===== src/rtl/v4alu_sqrt.sv =====
// Pipelined floor square root of a 65-bit value, one root bit per stage.
module v4alu_sqrt (
  input  logic        clk,
  input  logic        en,
  input  logic [64:0] n_in,
  output logic [32:0] root
);

  localparam int STAGES = 33;

  logic [34:0] rem_q  [STAGES-1];
  logic [65:0] n_q    [STAGES-1];
  logic [32:0] root_q [STAGES];

  for (genvar i = 0; i < STAGES; i++) begin : g_st
    logic [34:0] rem_p;
    logic [32:0] root_p;
    logic [65:0] n_p;
    logic [36:0] rem_t;
    logic [36:0] trial;
    logic        take;

    if (i == 0) begin : g_first
      assign rem_p  = '0;
      assign root_p = '0;
      assign n_p    = {1'b0, n_in};
    end else begin : g_next
      assign rem_p  = rem_q[i-1];
      assign root_p = root_q[i-1];
      assign n_p    = n_q[i-1];
    end

    // Bring down the next two bits and try the digit one.
    assign rem_t = {rem_p, n_p[65:64]};
    assign trial = {2'b00, root_p, 2'b01};
    assign take  = (rem_t >= trial);

    always_ff @(posedge clk) begin
      if (en) begin
        root_q[i] <= {root_p[31:0], take};
      end
    end

    if (i < STAGES - 1) begin : g_keep
      always_ff @(posedge clk) begin
        if (en) begin
          rem_q[i] <= take ? 35'(rem_t - trial) : rem_t[34:0];
          n_q[i]   <= {n_p[63:0], 2'b00};
        end
      end
    end
  end

  assign root = root_q[STAGES-1];

endmodule


===== config.mk =====
export PLATFORM = sky130hd
export DESIGN_NAME = v4alu_sqrt
export DESIGN_NICKNAME = d
export VERILOG_FILES = /design/src/rtl/v4alu_sqrt.sv
export SDC_FILE = /design/constraint.sdc
export NUM_CORES = 2
export LEC_CHECK = 0
export BUFFER_PORTS_ARGS = -buffer_cell sky130_fd_sc_hd__buf_2
export CAP_MARGIN = 20
export CORE_UTILIZATION = 25
export DETAILED_ROUTE_END_ITERATION = 6
export PLACE_DENSITY_LB_ADDON = 0.08
export REMOVE_ABC_BUFFERS = 1
export SLEW_MARGIN = 15
export SYNTH_ARGS = -nofsm -noshare
export SYNTH_HDL_FRONTEND = slang
export SYNTH_MEMORY_MAX_BITS = 65536
export SYNTH_SLANG_ARGS = --single-unit
export TNS_END_PERCENT = 5

===== constraint.sdc =====
create_clock -name clk -period 3.4 [get_ports clk]
set_input_delay 0.68 -clock clk [delete_from_list [all_inputs] [get_ports clk]]
set_output_delay 0.68 -clock clk [all_outputs]
set_load 0.01 [all_outputs]

Yosys cells after proc, flatten, opt, wreduce, memory -nomap -nowiden
Memory sizes are Yosys's and may differ from the RTL's.
Cells that the tools add are included.
Word-level totals
  bits in registers: 0
  bits in latches: 0
  memory bits (writable): 4257
  bits in read-only memories: 0
  input bits: 67
  word-level logic and storage cells: 102
  memories: 3
Memories
  n_q: words 32, bits a word 64, rd ports 32, clocked after Yosys merged registers in 0, wr ports 32, RTL line 12  | logic [65:0] n_q [STAGES-1];
  rem_q: words 32, bits a word 35, rd ports 32, clocked after Yosys merged registers in 0, wr ports 32, RTL line 11  | logic [34:0] rem_q [STAGES-1];
  root_q: words 33, bits a word 33, rd ports 33, clocked after Yosys merged registers in 0, wr ports 33, RTL line 13  | logic [32:0] root_q [STAGES];
Operators by class
  $add $sub $neg: 32
  multipliers: 0
  div/mod/pow operators: 0
  magnitude comparators: 33
  equal/unequal tests: 0
  shift operators: 0
  mux-type cells: 34
  bitwise gates (word level): 0
  reduce and logical (&&, ||, !) cells: 0
Operator list (number)
  37-bit by 35-bit greater-or-equal comparator with 1-bit output: 32
  35-bit 2-to-1 mux: 32
  35-bit subtractor: 31
  1-bit 2-to-1 mux: 2
  1-bit by 1-bit subtractor with 2-bit output, second input constant: 1
  1-bit greater-or-equal comparator, second input constant: 1

Logic depth before layout (Yosys ltp)
An unclocked memory read counts as a cell.
  word-level depth: 3
  depth in mapped cells: 14
  mapped depth without buffers: 12

Least setup slack after synthesis
Ideal clock, no wire load.
  path kind: register -> register
  start point: mem rem_q[7][10]
  end point: mem rem_q[8][4], data pin
  library setup time: 260 ps
  arrival: 3311 ps
  data required time: 3140 ps
  path slack: -171 ps
  cell stages (with the launch flop): 10
  path buffers: 2
  clock period less this slack: 3571 ps
  cells stage by stage: edfxtp_1 or4_1 or3_1 or4_4 or4_1 buf_2 nor4_4 and2b_1 buf_4 mux2_2
RTL lines (RTL line)
  from (decl): 11

==> impl_metrics.json <==
{
  "status": "finished, violations left",
  "violations": "setup timing",
  "path_max_fanout": 5,
  "dp.cells": 17057,
  "yosys.cell_count.top_type": "edfxtp_1",
  "place_ws_ps": -387,
  "seqCellArea_um2": 80400,
  "p_leak_nw": 57.4,
  "yosysSeqAreaShare": 0.641,
  "antenna_found_initial": 8,
  "syn_avg_cell_area_um2": 12.8,
  "die_w_um": 711,
  "drt_iter0_markers": 4570,
  "r2r.worst_path.cells": 10,
  "max_freq_mhz": 286,
  "placed_area_um2": 140000,
  "max_slew_margin": 0.420,
  "slowest_delay_ps": 570,
  "stdcell_area_um2": 152000,
  "synth_top_area_share": 0.641,
  "grt_pass1_wl_um": 494000,
  "grt_max_degree": 81,
  "maxCapViolCount": 0,
  "ys_types": 90,
  "syn_area_um2": 126000,
  "vias": 77591,
  "ir_drop_v": 0.000393,
  "clk_latency_ps": 960,
  "dieArea_um2": 505000,
  "synth_commonest_cells": "2679 x edfxtp_1, 767 x inv_1, 707 x nand2_1",
  "pin_count": 100,
  "viasPerCell": 4.37,
  "async_flop_share": 0,
  "crit_family": "simple AND/OR/NAND/NOR gates",
  "drt-wirelength-per-cell_um": 18.4,
  "crit_arrival_ps": 4180,
  "utilization": 0.306,
  "finalCriticalPeriod_ps": 3490,
  "hold_class": "in -> reg",
  "first_pass_iters": 6,
  "cp-startpoint": "rem_q[13][22]",
  "wl_um": 326000,
  "synthFlopType": "edfxtp_1",
  "path_cells": "or4_4 > or3_4 > or2_1 > or3_4 > or4_4 > a2111oi_4 > buf_4 > or2_4 > nor4_1 > xor2_1",
  "drc": 0,
  "grt_overflow_total": 0,
  "drive_gt1_frac": 0.145,
  "die_y_um": 711,
  "htree_levels": 5,
  "synth_edf_count": 2679,
  "area_growth_pct": 21.4,
  "ff2ff_setup_slack_ps": -90,
  "synth.area.top_cells": "edfxtp_1 64%, ha_1 5.9%, xnor2_1 3.4%, xor2_1 2.9%, a21oi_1 2.4%",
  "setup_viol": 10,
  "timing.setup.tns_ps": -450,
  "hold-path-cell-count": 1,
  "coreArea_um2": 499000,
  "criticalPathCategory": "reg -> reg",
  "clk_pin_slew_ps": 60,
  "worstHoldEndpoint": "n_q[0][19]",
  "clockRootBuffer": "clkbuf_16",
  "ant_nets": 0,
  "p_per_area_nw_per_um2": 673,
  "numPortBuffers": 99,
  "grt_pass1_vias": 79003,
  "gp_congestion": 0.836,
  "yosysTopAreaCell": "edfxtp_1",
  "synth_warnings": 0,
  "cts_tree": "built",
  "initial_utilization": 0.252,
  "cts_inserted_buffers": 338,
  "finalWorstSetupSlack_ps": -94.9,
  "hold_path_startpoint": "en",
  "r2r-start": "rem_q[13][22]",
  "critPathBufInv": 1,
  "multi_input_area_um2": 42200,
  "cts_buffer_depth": 4,
  "slew_viol_final": 0,
  "min_period_over_period": 1.03,
  "rsz0062_at_grt": "true",
  "cts_sinks": 2679,
  "ys_ff_latch": 2679,
  "tightest_slew_ps": 870,
  "hold_violations": 0,
  "reg2reg_to": "rem_q[14][27]",
  "place.detailed.hpwl_um": 245000,
  "grtUsageTotal": 0.126,
  "nets": 11474,
  "crit_required_ps": 4080,
  "worst_setup_path_end_kind": "register",
  "startpoint_type": "register",
  "rows": 259,
  "finClkSkew_ps": 56.5,
  "worst_path_max_delay_cell": "or4_4",
  "fillers": 49818,
  "final_cells": 17741,
  "syn_inst": 9798
}
[worst max-delay path by stage]
stage | end | slack, ps | cells past startpoint
after floorplan | rem_q[31][30] | -2720 | 10
after global placement | rem_q[16][26] | -360 | 11
after detailed placement | rem_q[20][31] | -390 | 13
after CTS | rem_q[14][11] | -80 | 9
after global routing | rem_q[14][27] | -180 | 10
final | rem_q[14][27] | -90 | 10
[power by group]
part           internal [mW]  total (mW)  switching, mW
clock network           21.1        35.6           14.5
registers               41.8        44.8           3.00
logic                   9.67        22.2           12.5
[routing by layer]
layer	share of wire	track usage	up-vias
met5	0	0	-
met4	0.031	0.0369	0
met3	0.033	0.0175	528
met2	0.47	0.210	1225
met1	0.47	0.170	37530
li1	-	-	38308
[through the flow]
stage | hold WS, ps | total power, mW
floorplan | 400 | 58.3
detailed placement | 405 | 67.5
global placement | 400 | 67.5
global route | 163 | 108
CTS | 120 | 104
finish | 224 | 103
[area by class of cell]
cell class / count / area share
diodes: 4 / 0.0000657
clock buffers: 412 / 0.0580
clock inverters: 197 / 0.0137
inverters: 770 / 0.0190
multi-input cells: 6135 / 0.277
flip-flops and latches: 2679 / 0.528
well taps: 6655 / 0.0546
repair buffers: 889 / 0.0498
[cell usage in the layout, fill, tap and decap left out, types with 74 or more instances in the layout]
master,synthesis,routed
edfxtp_1,2679,2679
inv_1,767,765
nand2_1,707,705
buf_4,1,642
ha_1,594,591
a21oi_1,599,586
nor2_1,574,571
o21ai_0,525,489
xnor2_1,481,481
xor2_1,414,414
clkbuf_16,0,343
nor3_1,254,245
a21o_1,243,242
nand3_1,174,171
nand2b_1,117,116
nand4_1,114,114
nor4_1,124,104
buf_2,12,98
or3_1,105,97
o21a_1,95,95
mux2_2,84,84
buf_12,0,77
nor2b_1,77,76
clkinv_1,2,74
[repair_timing]
item                                    CTS  global route
endpoints found under the setup margin  165           468
buffers inserted                          0             6
gates resized for setup                  42           165
hold buffers                             65             0
pin swaps                                 2            16
gates cloned                              0             0
endpoints found under the hold margin    65             0
[state kept, by name (all words and copies together) (netlist names)]
register	flops
rem_q	1062
n_q	1056
root_q	561
[cells by family after synthesis]
kind of cell | after synthesis | synth area share
XOR/XNOR | 895 | 0.0625
AND/OR/NAND/NOR | 2588 | 0.102
buffers and inverters | 984 | 0.0296
multiplexers | 112 | 0.00981
adder cells (fa/ha/maj) | 594 | 0.0592
AO/OA/AOI/OAI | 1945 | 0.0957
other | 1 | 0.0000299
flip-flops | 2679 | 0.641
Power figures use the tool's default switching activity.
